**src/design/i2p_pkg.sv**
```systemverilog
// Shared types, character codes and precedence helpers for the infix to postfix converter.
// No dependencies.
`timescale 1ns / 1ps

package i2p_pkg;

   localparam logic [7:0] CH_LPAREN = 8'h28;
   localparam logic [7:0] CH_RPAREN = 8'h29;
   localparam logic [7:0] CH_PLUS   = 8'h2B;
   localparam logic [7:0] CH_MINUS  = 8'h2D;
   localparam logic [7:0] CH_MUL    = 8'h2A;
   localparam logic [7:0] CH_DIV    = 8'h2F;
   localparam logic [7:0] CH_POW    = 8'h5E;

   localparam logic [1:0] PREC_POW  = 2'd3;
   localparam logic [1:0] PREC_MUL  = 2'd2;
   localparam logic [1:0] PREC_ADD  = 2'd1;
   localparam logic [1:0] PREC_NONE = 2'd0;

   typedef enum logic [2:0] {
      S_IDLE,
      S_CHAR,
      S_POP,
      S_LOAD,
      S_FLUSH,
      S_FINISH
   } i2p_state_type;

   // one result handed from the sequencer to the output register
   typedef struct packed {
      logic       load;
      logic [7:0] out_char;
      logic       char_valid;
      logic       run_last;
      logic       expr_done;
      logic       overflow;
   } i2p_emit_type;

   function automatic logic [1:0] prec_of(input logic [7:0] c);
      logic [1:0] p;
      p = PREC_NONE;
      if (c == CH_POW) begin
         p = PREC_POW;
      end else if (c == CH_MUL || c == CH_DIV) begin
         p = PREC_MUL;
      end else if (c == CH_PLUS || c == CH_MINUS) begin
         p = PREC_ADD;
      end
      return p;
   endfunction

   function automatic logic is_oper(input logic [7:0] c);
      return (c == CH_PLUS) || (c == CH_MINUS) || (c == CH_MUL) ||
             (c == CH_DIV) || (c == CH_POW);
   endfunction

endpackage

```
**src/design/i2p_stack_mem.sv**
```systemverilog
// Operator stack storage: one write port, one read port with registered read data.
// Depends on nothing but its parameters.
`timescale 1ns / 1ps

module i2p_stack_mem #(
   parameter int STACK_DEPTH = 32,
   parameter int AW          = $clog2(STACK_DEPTH)
) (
   input  logic          clock,
   input  logic          wr_en,
   input  logic [AW-1:0] wr_addr,
   input  logic [7:0]    wr_data,
   input  logic          rd_en,
   input  logic [AW-1:0] rd_addr,
   output logic [7:0]    rd_data
);

   logic [7:0] mem [STACK_DEPTH];
   logic [7:0] rd_data_ff;

   always_ff @(posedge clock) begin
      if (wr_en) begin
         mem[wr_addr] <= wr_data;
      end
   end

   // read data holds while no read is issued
   always_ff @(posedge clock) begin
      if (rd_en) begin
         rd_data_ff <= mem[rd_addr];
      end
   end

   assign rd_data = rd_data_ff;

endmodule

```
**src/design/i2p_ctrl.sv**
```systemverilog
// Sequencer for the converter: stack pointer, overflow flag, pending result and stack accesses.
// Depends on i2p_pkg; drives i2p_stack_mem and the output register in the top level.
`timescale 1ns / 1ps

module i2p_ctrl
   import i2p_pkg::*;
#(
   parameter int STACK_DEPTH = 32,
   parameter int AW          = $clog2(STACK_DEPTH),
   parameter int CW          = $clog2(STACK_DEPTH + 1)
) (
   input  logic          clock,
   input  logic          reset,
   input  logic          req_valid,
   input  logic [7:0]    req_in_char,
   input  logic          req_end_of_expr,
   output logic          req_stall,
   input  logic          out_free,
   output i2p_emit_type  emit,
   output logic          wr_en,
   output logic [AW-1:0] wr_addr,
   output logic [7:0]    wr_data,
   output logic          rd_en,
   output logic [AW-1:0] rd_addr,
   input  logic [7:0]    rd_data
);

   localparam logic [CW-1:0] FULL_COUNT = CW'(STACK_DEPTH);

   i2p_state_type state_ff, state_in;
   logic [CW-1:0] count_ff, count_in;
   logic          ovf_ff, ovf_in;
   logic [7:0]    char_ff, char_in;
   logic          end_ff, end_in;
   logic          pend_vld_ff, pend_vld_in;
   logic [7:0]    pend_char_ff, pend_char_in;

   logic [CW-1:0] count_m1;
   logic [CW-1:0] count_m2;
   logic          full;
   logic          can_produce;
   logic          is_close;
   i2p_state_type after_item;

   assign count_m1    = count_ff - CW'(1);
   assign count_m2    = count_ff - CW'(2);
   assign full        = (count_ff == FULL_COUNT);
   assign can_produce = !pend_vld_ff || out_free;
   assign is_close    = (char_ff == CH_RPAREN);
   assign after_item  = end_ff ? S_LOAD : S_FINISH;
   assign req_stall   = (state_ff != S_IDLE);

   always_comb begin
      logic       do_prod;
      logic [7:0] prod_char;
      logic       do_push;

      do_prod   = 1'b0;
      prod_char = rd_data;
      do_push   = 1'b0;

      state_in     = state_ff;
      count_in     = count_ff;
      ovf_in       = ovf_ff;
      char_in      = char_ff;
      end_in       = end_ff;
      pend_vld_in  = pend_vld_ff;
      pend_char_in = pend_char_ff;

      wr_en   = 1'b0;
      wr_addr = count_ff[AW-1:0];
      wr_data = char_ff;
      rd_en   = 1'b0;
      rd_addr = count_m1[AW-1:0];
      emit    = '0;

      unique case (state_ff)
         S_IDLE: begin
            wr_data = req_in_char;
            if (req_valid) begin
               char_in = req_in_char;
               end_in  = req_end_of_expr;
               if (req_in_char == CH_LPAREN) begin
                  do_push  = 1'b1;
                  state_in = req_end_of_expr ? S_LOAD : S_IDLE;
               end else if (req_in_char == CH_RPAREN || is_oper(req_in_char)) begin
                  rd_en    = 1'b1;
                  state_in = S_POP;
               end else begin
                  state_in = S_CHAR;
               end
            end
         end
         S_CHAR: begin
            if (can_produce) begin
               do_prod   = 1'b1;
               prod_char = char_ff;
               state_in  = after_item;
            end
         end
         S_POP: begin
            // rd_data holds the current top of stack
            if (count_ff == '0) begin
               do_push  = !is_close;
               state_in = after_item;
            end else if (is_close && rd_data == CH_LPAREN) begin
               count_in = count_m1;
               state_in = after_item;
            end else if (is_close || prec_of(rd_data) >= prec_of(char_ff)) begin
               if (can_produce) begin
                  do_prod  = 1'b1;
                  count_in = count_m1;
                  rd_en    = 1'b1;
                  rd_addr  = count_m2[AW-1:0];
               end
            end else begin
               do_push  = 1'b1;
               state_in = after_item;
            end
         end
         S_LOAD: begin
            rd_en    = 1'b1;
            state_in = S_FLUSH;
         end
         S_FLUSH: begin
            if (count_ff == '0) begin
               state_in = S_FINISH;
            end else if (can_produce) begin
               do_prod  = 1'b1;
               count_in = count_m1;
               rd_en    = 1'b1;
               rd_addr  = count_m2[AW-1:0];
            end
         end
         S_FINISH: begin
            if (!pend_vld_ff && !end_ff) begin
               state_in = S_IDLE;
            end else if (out_free) begin
               emit.load       = 1'b1;
               emit.out_char   = pend_vld_ff ? pend_char_ff : 8'h00;
               emit.char_valid = pend_vld_ff;
               emit.run_last   = 1'b1;
               emit.expr_done  = end_ff;
               emit.overflow   = ovf_ff;
               pend_vld_in     = 1'b0;
               if (end_ff) begin
                  ovf_in = 1'b0;
               end
               state_in = S_IDLE;
            end
         end
         default: begin
            state_in = S_IDLE;
         end
      endcase

      if (do_push) begin
         if (full) begin
            ovf_in = 1'b1;
         end else begin
            wr_en    = 1'b1;
            count_in = count_ff + CW'(1);
         end
      end

      // the previous result leaves only once it is known not to be the last
      if (do_prod) begin
         if (pend_vld_ff) begin
            emit.load       = 1'b1;
            emit.out_char   = pend_char_ff;
            emit.char_valid = 1'b1;
            emit.overflow   = ovf_ff;
         end
         pend_vld_in  = 1'b1;
         pend_char_in = prod_char;
      end
   end

   always_ff @(posedge clock) begin
      if (reset) begin
         state_ff    <= S_IDLE;
         count_ff    <= '0;
         ovf_ff      <= 1'b0;
         pend_vld_ff <= 1'b0;
      end else begin
         state_ff    <= state_in;
         count_ff    <= count_in;
         ovf_ff      <= ovf_in;
         pend_vld_ff <= pend_vld_in;
      end
   end

   always_ff @(posedge clock) begin
      char_ff      <= char_in;
      end_ff       <= end_in;
      pend_char_ff <= pend_char_in;
   end

endmodule

```
**src/design/infix_to_postfix_converter.sv**
```systemverilog
// Channel  | Direction | Ports                                   | Transaction
// req      | in        | req_valid, req_stall, req_in_char,      | one infix character
//          |           | req_end_of_expr                         |
// rsp      | out       | rsp_valid, rsp_stall, rsp_out_char,     | one postfix result
//          |           | rsp_char_valid, rsp_run_last,           |
//          |           | rsp_expr_done, rsp_overflow             |
//
// One transaction at a time; req_stall is high from acceptance until its last result
// is in the output register. A '(' without end is taken without a stall; an operator
// or ')' pops stack entries one at a time through the registered read data of the
// stack memory, and an end transaction then flushes the stack through S_LOAD and
// S_FLUSH. No clearing pass after reset: stack entries above the pointer go unused.
// A stalled rsp side holds the sequencer only where a result must enter a full output
// register. Depends on i2p_pkg, i2p_stack_mem and i2p_ctrl.
`timescale 1ns / 1ps

module infix_to_postfix_converter
   import i2p_pkg::*;
#(
   parameter int STACK_DEPTH = 32
) (
   input  logic       clock,
   input  logic       reset,
   input  logic       req_valid,
   output logic       req_stall,
   input  logic [7:0] req_in_char,
   input  logic       req_end_of_expr,
   output logic       rsp_valid,
   input  logic       rsp_stall,
   output logic [7:0] rsp_out_char,
   output logic       rsp_char_valid,
   output logic       rsp_run_last,
   output logic       rsp_expr_done,
   output logic       rsp_overflow
);

   localparam int AW = $clog2(STACK_DEPTH);
   localparam int CW = $clog2(STACK_DEPTH + 1);

   i2p_emit_type  emit;
   logic          out_free;
   logic          wr_en;
   logic [AW-1:0] wr_addr;
   logic [7:0]    wr_data;
   logic          rd_en;
   logic [AW-1:0] rd_addr;
   logic [7:0]    rd_data;

   logic          rsp_valid_ff, rsp_valid_in;
   i2p_emit_type  rsp_ff, rsp_in;

   i2p_ctrl #(
      .STACK_DEPTH (STACK_DEPTH),
      .AW          (AW),
      .CW          (CW)
   ) u_ctrl (
      .clock           (clock),
      .reset           (reset),
      .req_valid       (req_valid),
      .req_in_char     (req_in_char),
      .req_end_of_expr (req_end_of_expr),
      .req_stall       (req_stall),
      .out_free        (out_free),
      .emit            (emit),
      .wr_en           (wr_en),
      .wr_addr         (wr_addr),
      .wr_data         (wr_data),
      .rd_en           (rd_en),
      .rd_addr         (rd_addr),
      .rd_data         (rd_data)
   );

   i2p_stack_mem #(
      .STACK_DEPTH (STACK_DEPTH),
      .AW          (AW)
   ) u_stack_mem (
      .clock   (clock),
      .wr_en   (wr_en),
      .wr_addr (wr_addr),
      .wr_data (wr_data),
      .rd_en   (rd_en),
      .rd_addr (rd_addr),
      .rd_data (rd_data)
   );

   // output register: free when empty or being taken this cycle
   assign out_free = !rsp_valid_ff || !rsp_stall;

   always_comb begin
      rsp_valid_in = rsp_valid_ff;
      rsp_in       = rsp_ff;
      if (emit.load) begin
         rsp_valid_in = 1'b1;
         rsp_in       = emit;
      end else if (!rsp_stall) begin
         rsp_valid_in = 1'b0;
      end
   end

   always_ff @(posedge clock) begin
      if (reset) begin
         rsp_valid_ff <= 1'b0;
      end else begin
         rsp_valid_ff <= rsp_valid_in;
      end
   end

   always_ff @(posedge clock) begin
      rsp_ff <= rsp_in;
   end

   assign rsp_valid      = rsp_valid_ff;
   assign rsp_out_char   = rsp_ff.out_char;
   assign rsp_char_valid = rsp_ff.char_valid;
   assign rsp_run_last   = rsp_ff.run_last;
   assign rsp_expr_done  = rsp_ff.expr_done;
   assign rsp_overflow   = rsp_ff.overflow;

endmodule
```
**config.mk**
```make
export PLATFORM = sky130hd
export DESIGN_NAME = infix_to_postfix_converter
export DESIGN_NICKNAME = d
export VERILOG_FILES = /design/src/design/i2p_pkg.sv /design/src/design/i2p_stack_mem.sv /design/src/design/i2p_ctrl.sv /design/src/design/infix_to_postfix_converter.sv
export SDC_FILE = /design/constraint.sdc
export NUM_CORES = 1
export LEC_CHECK = 0
export BUFFER_PORTS_ARGS = -buffer_cell sky130_fd_sc_hd__buf_4
export CAP_MARGIN = 20
export CORE_MARGIN = 3
export CORE_UTILIZATION = 60
export CTS_BUF_LIST = sky130_fd_sc_hd__clkbuf_2
export CTS_CLUSTER_SIZE = 40
export DETAILED_ROUTE_END_ITERATION = 8
export PLACE_DENSITY = 0.74
export REMOVE_ABC_BUFFERS = 1
export SETUP_SLACK_MARGIN = 0.1
export SYNTH_ARGS = -nofsm -noshare
export SYNTH_HDL_FRONTEND = slang
export SYNTH_HIERARCHICAL = 1
export SYNTH_SLANG_ARGS = --single-unit
```
**constraint.sdc**
```tcl
create_clock -name clock -period 5.5 [get_ports clock]
set_input_delay 1.1 -clock clock [delete_from_list [all_inputs] [get_ports clock]]
set_output_delay 1.1 -clock clock [all_outputs]
set_load 0.02 [all_outputs]
```
==> flow_metrics.py, run 1 <==
metrics = {
    "floorplanning": {
        "io_pins": 27,
        "start_util_pct": 61.5,
        "die-area_sq_mm": 0.0235,
        "die_w_microns": 153,
        "num_rows": 53,
        "core_sq_mm": 0.0212,
        "die_height_microns": 153,
    },
    "sta": {
        "hold_violations": 0,
        "setup-violations-final": 0,
        "post-route-period-util_pct": 92.7,
        "slew_headroom_pct": 25.6,
        "skew_ns": 0.0802,
        "fmax_mhz": 196,
        "hold_ws_ns": 0.447,
        "worstMarginPinSlew_ns": 1.11,
        "setup_ws_ns": 0.402,
        "rsz0062_at_grt": "no",
        "maxSlewViolCount": 0,
        "min_period_ns": 5.10,
    },
    "pwr": {
        "clockPowerShare_pct": 17.6,
        "p_sw_share_pct": 35.7,
        "intPower_w": 0.00508,
        "seq_power_share_pct": 41.4,
        "comb_power_share_pct": 41.1,
        "cellPowerDensity_mw_per_mm2": 556,
        "p_sw_w": 0.00283,
        "vdd_drop_max_mv": 0.255,
        "p_leak_nw": 4.71,
    },
    "grt": {
        "grt_util_all_layers_pct": 23.9,
        "grt_start_max_net_pins": 33,
        "grt_pass1_wl_microns": 42300,
        "grt_overflow": 0,
        "grt_pass1_vias": 7326,
        "antenna_found_initial": 1,
    },
    "setup_path": {
        "cp_slowest_stage_delay_ns": 0.81,
        "worstReg2RegEnd": "u_stack_mem/rd_data[3]",
        "required_ns": 6.06,
        "crit_arrival_ns": 5.65,
        "rrSetupSlack_ns": 0.40,
        "critical_path.slowest_cell": "o31ai_4",
        "crit_chain": "nor4b_4 -> nor2b_1 -> o21ai_0 -> nand4b_1 -> ha_1 -> a221oi_4 -> o21ai_0 -> a21oi_1 -> o31ai_4 -> buf_12 -> mux4_2 -> mux4_2 -> mux2_2",
        "reg2reg_from": "u_ctrl/char_ff[2]",
        "crit_fanout": 29,
        "startpoint": "u_ctrl/char_ff[2]",
        "critical_path_class": "flop to flop",
        "reg2reg_depth": 13,
        "critPathLaunchType": "flop",
        "end_kind": "flop",
    },
    "synth": {
        "yosysTopAreaCell": "edfxtp_1",
        "synth.avg_cell_area_sq_um": 18.1,
        "synth_top_area_share_pct": 67.5,
        "synth_flop_cell": "edfxtp_1",
        "synth.area.top_cells": "edfxtp_1, mux4_2, mux2_2, dfxtp_1, nor2_1",
        "synth_cells": 722,
        "ys_types": 67,
        "synthTopCellsByCount": "edfxtp_1, mux4_2, nor2_1",
        "yosys_warnings": 6,
        "ys_seq_area_share_pct": 69.3,
        "async_flop_share_pct": 0,
        "ys_ff_latch": 305,
        "synth_most_common_cell": "edfxtp_1",
        "synth_area_sq_mm": 0.0130,
        "synth-edff-count": 293,
    },
    "hold_path": {
        "worstHoldStart": "req_end_of_expr",
        "worstHoldPathType": "primary input to flop",
        "holdPathEnd": "u_ctrl/end_ff",
        "holdPathStages": 1,
    },
    "detailed_routing": {
        "vias": 7224,
        "drc": 0,
        "drt_iter0_drc": 719,
        "vias_per_cell": 6.41,
        "ant_nets": 0,
        "routed_wirelength_microns": 27500,
        "first_pass_iters": 5,
        "routedWlPerCell_microns": 24.4,
    },
    "placement": {
        "place_congestion": 0.947,
        "dp_slack_ns": 0.309,
        "portBuffers": 26,
        "dp_hpwl_microns": 17500,
    },
    "clocking": {
        "clk_latency_ns": 0.87,
        "cts_setup_buffers": 0,
        "cts_sinks": 305,
        "ctsHtreeMaxLevel": 3,
        "tritoncts": "done",
        "cts_max_path_buffers": 3,
        "numCtsBuffers": 76,
        "cts_root_buffer": "clkbuf_2",
        "path_clk_slew_ns": 0.09,
    },
    "finish": {
        "seq_area_sq_mm": 0.00904,
        "nNetsFinal": 819,
        "area_growth_pct": 8.95,
        "n_fill_cell": 1426,
        "multiInputGateArea_sq_mm": 0.00376,
        "drive_above_1_share_pct": 33.6,
    },
    "flow_run": {
        "drv_cap": 0,
    },
    "run_status": {
        "status": "complete, no violations",
    },
}
how the worst max path moves through the flow:
stage,endpoint,cells past startpoint
after floorplan,u_stack_mem/rd_data[0],13
after global placement,u_stack_mem/rd_data[7],15
after detailed placement,u_stack_mem/rd_data[1],16
after CTS,u_stack_mem/rd_data[1],16
after global routing,u_stack_mem/rd_data[6],16
final,u_stack_mem/rd_data[3],13
area by class of cell:
cell class                      instances  area share, %
Tap cell                              275           2.42
Antenna cell                            2         0.0352
Clock inverter                         22          0.748
Clock buffer                          107           3.77
Sequential cell                       305           63.6
Timing Repair Buffer                   43           2.62
Inverter                               12          0.317
Multi-Input combinational cell        361           26.5
what timing repair did:
action	in CTS	in global routing
hold buffers	0	0
gates resized for setup	0	1
setup endpoints to repair	0	8
registers in the layout (all words and copies together) (netlist names), 3 cells and up:
signal and flops:
u_stack_mem/mem 256, u_ctrl/char_ff 8, u_ctrl/pend_char_ff 8, rsp_out_char 8, u_stack_mem/rd_data 8, u_ctrl/state_ff 3
u_ctrl/count_ff 6
worst max-delay path, delay by kind of cell (launching register included):
| family | cells | cell delay (ns) |
|---|---|---|
| muxes | 3 | 1.17 |
| DFF | 1 | 0.51 |
| adders and majority gates | 1 | 0.36 |
| buffers and inverters | 1 | 0.30 |
| AOI/OAI and AO/OA | 5 | 1.69 |
| and+or+nand+nor | 3 | 0.77 |
cell families (layout without fill, tap and decap cells):
group	after synthesis	count (layout)	share of synthesized area, %
AOI/OAI and AO/OA	75	75	3.93
xor gates and xnor gates	15	15	1.01
adders and majority gates	7	7	0.671
buffers and inverters	56	184	2.13
DFF	305	305	69.3
muxes	104	104	15.9
other	0	2	0
and+or+nand+nor	160	160	7.07
metal layers:
layer	vias up	GRT usage [%]	wire, microns
li1	3128	-	-
met1	3650	32.4	10600
met2	385	38.8	13900
met3	61	5.58	2420
met4	0	8.37	627
met5	-	0	0
power groups by stage:
stage	clock [W]	sequential, W	combinational, W
final	0.00139	0.00327	0.00325
after global placement	0	0.00330	0.00319
after floorplan	0	0.00326	0.00243
after global routing	0.00156	0.00329	0.00347
after CTS	0.00144	0.00326	0.00327
after detailed placement	0	0.00332	0.00325
per-stage QoR:
| step | util (%) | total power (W) | TNS [ns] | cells | area, sq um |
|---|---|---|---|---|---|
| floorplan | - | 0.00569 | -35.67 | 678 | 12800 |
| global route | 67.0 | 0.00832 | 0 | 1127 | 14200 |
| CTS | 66.9 | 0.00797 | 0 | 1125 | 14200 |
| global placement | 63.9 | 0.00649 | 0 | 996 | 13600 |
| detailed placement | 63.9 | 0.00657 | 0 | 996 | 13600 |
| finish | 67.0 | 0.00791 | 0 | 1127 | 14200 |
cells in the final DEF, fill, tap and decap left out, drive strengths merged, types with 4 or more instances in the layout:
master,instances
nor4b,5
nand2,29
xnor2,9
or3b,5
mux4,80
buf,43
nor2,54
nand3b,7
nor4,5
o21ai,18
clkbuf,107
xor2,6
inv,15
a221oi,4
nand3,6
ha,7
a211oi,5
clkinv,17
nor3b,5
a21oi,19
a31oi,7
nand2b,4
edfxtp,293
nor3,8
mux2,24
dfxtp,12
and2,11
(Power assumes the default switching activity.)
==> run 2, diff against run 1 <==
--- a/config.mk
+++ b/config.mk
@@ -5,16 +5,17 @@
 export SDC_FILE = /design/constraint.sdc
 export NUM_CORES = 1
 export LEC_CHECK = 0
-export BUFFER_PORTS_ARGS = -buffer_cell sky130_fd_sc_hd__buf_4
+export BUFFER_PORTS_ARGS = -buffer_cell sky130_fd_sc_hd__buf_2
 export CAP_MARGIN = 20
+export CELL_PAD_IN_SITES_DETAIL_PLACEMENT = 1
+export CELL_PAD_IN_SITES_GLOBAL_PLACEMENT = 1
 export CORE_MARGIN = 3
-export CORE_UTILIZATION = 60
+export CORE_UTILIZATION = 57
 export CTS_BUF_LIST = sky130_fd_sc_hd__clkbuf_2
 export CTS_CLUSTER_SIZE = 40
 export DETAILED_ROUTE_END_ITERATION = 8
-export PLACE_DENSITY = 0.74
+export PLACE_DENSITY = 0.79
 export REMOVE_ABC_BUFFERS = 1
-export SETUP_SLACK_MARGIN = 0.1
 export SYNTH_ARGS = -nofsm -noshare
 export SYNTH_HDL_FRONTEND = slang
 export SYNTH_HIERARCHICAL = 1
==> run 2 against run 1 <==
  * Maximum frequency shrank 3.8%
  * Clock skew grew 0.0072 ns
  * Combinational power grew 4%
  * Clock power grew 10%
  * Die area grew 5.1%
  * Final cell count grew 1.2%
  * Flip-flop and latch count is the same
  * Sequential share of layout area shrank 0.19 points
  * Hold slack gained 0.043 ns
  * Via count grew 0.96%
  * Critical path type unchanged
  * Critical endpoint unchanged
==> flow_metrics.py, run 2 (synthesis results as in run 1) <==
metrics = {
    "detailed_routing": {
        "wl_met1_microns": 12800,
        "drc": 0,
        "first_pass_iters": 5,
        "vias": 7293,
        "vias_per_cell": 6.40,
        "routed_wirelength_microns": 31100,
        "drt_iter0_drc": 673,
        "met3_length_microns": 1820,
        "dr.max_layer_used": "met4",
        "routedWlPerCell_microns": 27.3,
        "wl_met2_microns": 15600,
        "ant_nets": 0,
    },
    "floorplanning": {
        "io_pins": 27,
        "num_rows": 54,
        "die_height_microns": 157,
        "die_w_microns": 157,
        "start_util_pct": 58.9,
        "core_sq_mm": 0.0222,
        "die-area_sq_mm": 0.0247,
    },
    "finish": {
        "top_register": "u_stack_mem/mem",
        "utilization_pct": 64.3,
        "drive_above_1_share_pct": 33.5,
        "layout_commonest_cell": "edfxtp_1",
        "largest_reg_flops": 256,
        "nNetsFinal": 825,
        "fin_area_sq_mm": 0.0143,
        "area_growth_pct": 9.28,
        "mostFrequentLayoutCells": "edfxtp_1, clkbuf_2, mux4_2",
    },
    "placement": {
        "dp_hpwl_microns": 20500,
        "portBuffers": 26,
        "dp_slack_ns": 0.264,
        "place_congestion": 0.861,
        "post_dp_cell_area_sq_mm": 0.0135,
    },
    "pwr": {
        "cellPowerDensity_mw_per_mm2": 573,
        "vdd_drop_max_mv": 0.288,
        "finalPower_w": 0.00817,
        "p_leak_nw": 4.75,
    },
    "hold_path": {
        "worstHoldStart": "req_end_of_expr",
        "holdPathEnd": "u_ctrl/end_ff",
        "holdPathStages": 1,
        "worstHoldPathType": "primary input to flop",
    },
    "setup_path": {
        "crit_fanout": 21,
        "critical_path_class": "flop to flop",
        "critPathLaunchType": "flop",
        "rrSetupSlack_ns": 0.20,
        "reg2reg_from": "u_stack_mem/rd_data[5]",
        "required_ns": 6.03,
        "crit_arrival_ns": 5.83,
        "worstReg2RegEnd": "u_stack_mem/rd_data[3]",
        "reg2reg_depth": 15,
        "end_kind": "flop",
    },
    "clocking": {
        "cts_max_path_buffers": 3,
        "clk_latency_ns": 0.86,
        "numCtsBuffers": 76,
        "cts-resized-gates": 0,
        "cts_setup_buffers": 0,
        "path_clk_slew_ns": 0.12,
        "cts_root_buffer": "clkbuf_2",
        "hold_buffers": 0,
        "ctsHtreeMaxLevel": 3,
        "tritoncts": "done",
        "cts_sinks": 305,
    },
    "grt": {
        "grt_util_all_layers_pct": 26.2,
        "grt_overflow": 0,
        "grt_start_max_net_pins": 33,
        "antenna_found_initial": 1,
        "grt_pass1_wl_microns": 47400,
        "grt_pass1_vias": 7823,
    },
    "sta": {
        "setup-violations-final": 0,
        "rsz0062_at_grt": "no",
        "min_period_ns": 5.30,
        "skew_ns": 0.0873,
        "fmax_mhz": 189,
        "maxSlewViolCount": 0,
        "hold_ws_ns": 0.490,
        "hold_violations": 0,
        "post-route-period-util_pct": 96.4,
        "worstMarginPinSlew_ns": 1.07,
        "slew_headroom_pct": 28.5,
        "setup_ws_ns": 0.200,
    },
    "run_status": {
        "status": "complete, no violations",
    },
    "flow_run": {
        "drv_cap": 0,
    },
}
run 2: cell types whose count changed in the layout (fill, tap and decap cells not counted), moves of 3 or more:
cell | previous run | this run
bufinv_16 | 0 | 3
clkinv_1 | 15 | 22
clkbuf_2 | 107 | 98
buf_4 | 39 | 19
buf_2 | 0 | 26
clkinv_2 | 1 | 5
run 2: worst max path at each step:
stage / cells after the start / slack, ns / start / end
after global routing: 15 / 0.03 / u_stack_mem/rd_data[4] / u_stack_mem/rd_data[3]
after floorplan: 13 / -4.46 / u_stack_mem/rd_data[4] / u_stack_mem/rd_data[0]
after CTS: 15 / 0.20 / u_stack_mem/rd_data[4] / u_stack_mem/rd_data[3]
after global placement: 15 / 0.41 / u_stack_mem/rd_data[4] / u_stack_mem/rd_data[6]
final: 15 / 0.20 / u_stack_mem/rd_data[5] / u_stack_mem/rd_data[3]
after detailed placement: 15 / 0.26 / u_stack_mem/rd_data[4] / u_stack_mem/rd_data[3]
run 2: critical path, stage by stage, from the launching register on:
cell	delay, ns
edfxtp_1	0.49
nor4b_2	0.50
nand3b_1	0.16
a31oi_1	0.20
nand2_1	0.08
ha_1	0.27
nand2b_1	0.14
a221oi_2	0.11
buf_4	0.20
o21ai_0	0.33
a21oi_1	0.17
o31ai_4	0.88
buf_12	0.27
mux4_2	0.37
mux4_2	0.53
mux2_2	0.29
run 2: power by group:
group          internal (W)  total [W]  switching (W)
registers           0.00305    0.00325       0.000199
clock network      0.000636    0.00153       0.000892
logic               0.00150    0.00339        0.00189
total               0.00518    0.00817        0.00298
run 2: routing by layer:
| layer | vias up | track usage (%) |
|---|---|---|
| met2 | 300 | 42.1 |
| li1 | 3150 | - |
| met1 | 3778 | 36.3 |
| met4 | 0 | 9.79 |
| met3 | 65 | 5.33 |
| met5 | - | 0 |
run 2: cell type report:
cell class	instances	area, sq um
flip-flops and latches	305	9040
clock buffers	98	490
well taps	280	350
repair buffers	49	353
inverters	12	45.0
multi-input cells	361	3750
clock inverters	34	221
fillers	1950	7910
diodes	1	2.50
run 2: stage by stage:
step | cells | setup TNS [ns]
after floorplan | 678 | -35.67
after global placement | 1006 | 0
after detailed placement | 1007 | 0
after CTS | 1139 | 0
after global routing | 1140 | 0
final | 1140 | 0
==> run 3, diff against run 2 <==
--- a/config.mk
+++ b/config.mk
@@ -14,6 +14,7 @@
 export CTS_BUF_LIST = sky130_fd_sc_hd__clkbuf_2
 export CTS_CLUSTER_SIZE = 40
 export DETAILED_ROUTE_END_ITERATION = 8
+export MAX_ROUTING_LAYER = met4
 export PLACE_DENSITY = 0.79
 export REMOVE_ABC_BUFFERS = 1
 export SYNTH_ARGS = -nofsm -noshare
==> run 3 against run 2 <==
  * Core utilization is 0.073 points lower
  * Maximum frequency increased by 4.0%
  * Total power fell by 0.36%
  * First-iteration DRC count up 4.9%
  * Clock power barely moved
  * Worst setup slack better by 0.20 ns
  * Clock skew down 0.020 ns
  * Cell area down 0.11%
  * Hold slack lost 0.014 ns
  * Highest routed layer unchanged
  * Die area is the same
  * Combinational power is essentially flat
==> flow_metrics.py, run 3 (synthesis results as in run 1) <==
metrics = {
    "run_status": {
        "status": "complete, no violations",
    },
    "sta": {
        "min_period_ns": 5.10,
        "skew_ns": 0.0677,
        "worstMarginPinSlew_ns": 0.932,
        "setup-violations-final": 0,
        "setup_ws_ns": 0.403,
        "post-route-period-util_pct": 92.7,
        "hold_violations": 0,
        "rsz0062_at_grt": "no",
        "slew_headroom_pct": 37.6,
        "tns_ns": 0,
        "maxSlewViolCount": 0,
        "fmax_mhz": 196,
    },
    "clocking": {
        "tritoncts": "done",
        "cts_max_path_buffers": 3,
        "numCtsBuffers": 77,
        "cts_sinks": 305,
        "clk_latency_ns": 0.84,
        "ctsHtreeMaxLevel": 3,
        "cts_root_buffer": "clkbuf_2",
        "hold_buffers": 0,
        "cts_setup_buffers": 0,
        "path_clk_slew_ns": 0.11,
        "cts-resized-gates": 0,
    },
    "floorplanning": {
        "io_pins": 27,
        "core_sq_mm": 0.0222,
        "die-area_sq_mm": 0.0247,
        "die_w_microns": 157,
        "die_height_microns": 157,
        "num_rows": 54,
        "start_util_pct": 58.9,
    },
    "setup_path": {
        "reg2reg_from": "u_stack_mem/rd_data[4]",
        "worstReg2RegEnd": "u_stack_mem/rd_data[1]",
        "critical_path_class": "flop to flop",
        "end_kind": "flop",
        "crit_chain": "nor4b_2 -> nand3b_1 -> a31oi_1 -> nand2_1 -> ha_1 -> nand2b_1 -> a221oi_2 -> o31a_1 -> nor3_2 -> xnor2_2 -> buf_12 -> buf_12 -> mux4_2 -> mux4_2 -> mux2_2",
        "critPathLaunchType": "flop",
        "crit_arrival_ns": 5.65,
        "cp_slowest_stage_delay_ns": 0.62,
        "required_ns": 6.05,
        "critical_path.slowest_cell": "mux4_2",
        "reg2reg_depth": 15,
        "crit_fanout": 33,
        "rrSetupSlack_ns": 0.40,
    },
    "grt": {
        "grt_util_all_layers_pct": 27.0,
        "grt_pass1_wl_microns": 47200,
        "grt_start_max_net_pins": 65,
        "antenna_found_initial": 2,
        "grt_overflow": 0,
        "grt_pass1_vias": 7695,
    },
    "hold_path": {
        "worstHoldPathType": "primary input to flop",
        "worstHoldStart": "req_in_char[7]",
        "holdPathEnd": "u_ctrl/char_ff[7]",
        "holdPathStages": 1,
    },
    "placement": {
        "portBuffers": 26,
        "place_congestion": 0.846,
        "dp_slack_ns": 0.535,
        "dp_hpwl_microns": 19900,
    },
    "detailed_routing": {
        "routedWlPerCell_microns": 27.1,
        "drc": 0,
        "vias": 7232,
        "routed_wirelength_microns": 31000,
        "ant_nets": 0,
        "vias_per_cell": 6.32,
        "first_pass_iters": 5,
        "drt_iter0_drc": 706,
    },
    "pwr": {
        "intPower_w": 0.00514,
        "p_sw_w": 0.00300,
        "p_leak_nw": 4.74,
        "clockPowerShare_pct": 18.5,
        "vdd_drop_max_mv": 0.283,
        "comb_power_share_pct": 41.9,
        "cellPowerDensity_mw_per_mm2": 572,
        "seq_power_share_pct": 39.6,
        "p_sw_share_pct": 36.8,
    },
    "flow_run": {
        "drv_cap": 0,
    },
    "finish": {
        "mostFrequentLayoutCells": "edfxtp_1, clkbuf_2, mux4_2",
        "area_growth_pct": 9.15,
        "top_register": "u_stack_mem/mem",
        "drive_above_1_share_pct": 34.1,
        "n_fill_cell": 2008,
        "nNetsFinal": 825,
        "largest_reg_flops": 256,
        "layout_commonest_cell": "edfxtp_1",
    },
}
==> run 3: metrics by stage <==
| step | hold slack, ns | cell area, sq um | std cells | total power [W] | util (%) |
|---|---|---|---|---|---|
| 6_report | 0.476 | 14200 | 1145 | 0.00814 | 64.2 |
| 5_1_grt | 0.392 | 14200 | 1145 | 0.00857 | 64.2 |
| 4_1_cts | 0.373 | 14200 | 1142 | 0.00819 | 64.2 |
| 3_5_place_dp | 0.501 | 13500 | 1005 | 0.00668 | 61.0 |
| 3_3_place_gp | 0.490 | 13500 | 1005 | 0.00654 | 61.0 |
| 2_1_floorplan | 0.446 | 12800 | 678 | 0.00569 | - |
==> run 3: area by class of cell <==
| class | count | area [sq um] | area share [%] |
|---|---|---|---|
| Inverter | 12 | 45.0 | 0.316 |
| Clock inverter | 29 | 160 | 1.12 |
| Sequential cell | 305 | 9040 | 63.5 |
| Antenna cell | 2 | 5.00 | 0.0352 |
| Tap cell | 280 | 350 | 2.46 |
| Multi-Input combinational cell | 361 | 3750 | 26.3 |
| Timing Repair Buffer | 48 | 345 | 2.43 |
| Clock buffer | 108 | 541 | 3.80 |
==> run 3: power by group through the flow <==
stage | registers [W] | clock network (W) | logic (W)
finish | 0.00322 | 0.00150 | 0.00341
floorplan | 0.00326 | 0 | 0.00243
detailed placement | 0.00327 | 0 | 0.00341
global route | 0.00324 | 0.00169 | 0.00364
CTS | 0.00322 | 0.00156 | 0.00341
global placement | 0.00326 | 0 | 0.00328
==> run 3: metal layers <==
layer | up-vias | GRT usage (%) | routed length, microns
li1 | 3128 | - | -
met1 | 3721 | 35.4 | 12300
met2 | 324 | 41.9 | 15500
met3 | 59 | 6.13 | 2300
met4 | 0 | 10.7 | 888
met5 | - | - | 0
==> run 3: worst max-delay path by stage <==
| stage | start | endpoint | slack (ns) | depth (start not counted) |
|---|---|---|---|---|
| 2_1_floorplan | u_stack_mem/rd_data[4] | u_stack_mem/rd_data[0] | -4.46 | 13 |
| 5_1_grt | u_stack_mem/rd_data[4] | u_stack_mem/rd_data[1] | 0.22 | 15 |
| 3_5_place_dp | u_stack_mem/rd_data[7] | u_stack_mem/rd_data[1] | 0.54 | 15 |
| 3_3_place_gp | u_ctrl/char_ff[6] | u_stack_mem/rd_data[1] | 0.62 | 16 |
| 4_1_cts | u_stack_mem/rd_data[4] | u_stack_mem/rd_data[1] | 0.46 | 15 |
| 6_report | u_stack_mem/rd_data[4] | u_stack_mem/rd_data[1] | 0.40 | 15 |
==> run 3: worst max-delay path: cells and delay by family (launching register included) <==
family          cells  cell delay [ns]
buf+inv             2             0.42
simple gates        5             1.34
fa+ha+maj           1             0.28
mux                 3             1.44
compound gates      3             0.67
flops               1             0.47
xor+xnor            1             0.19
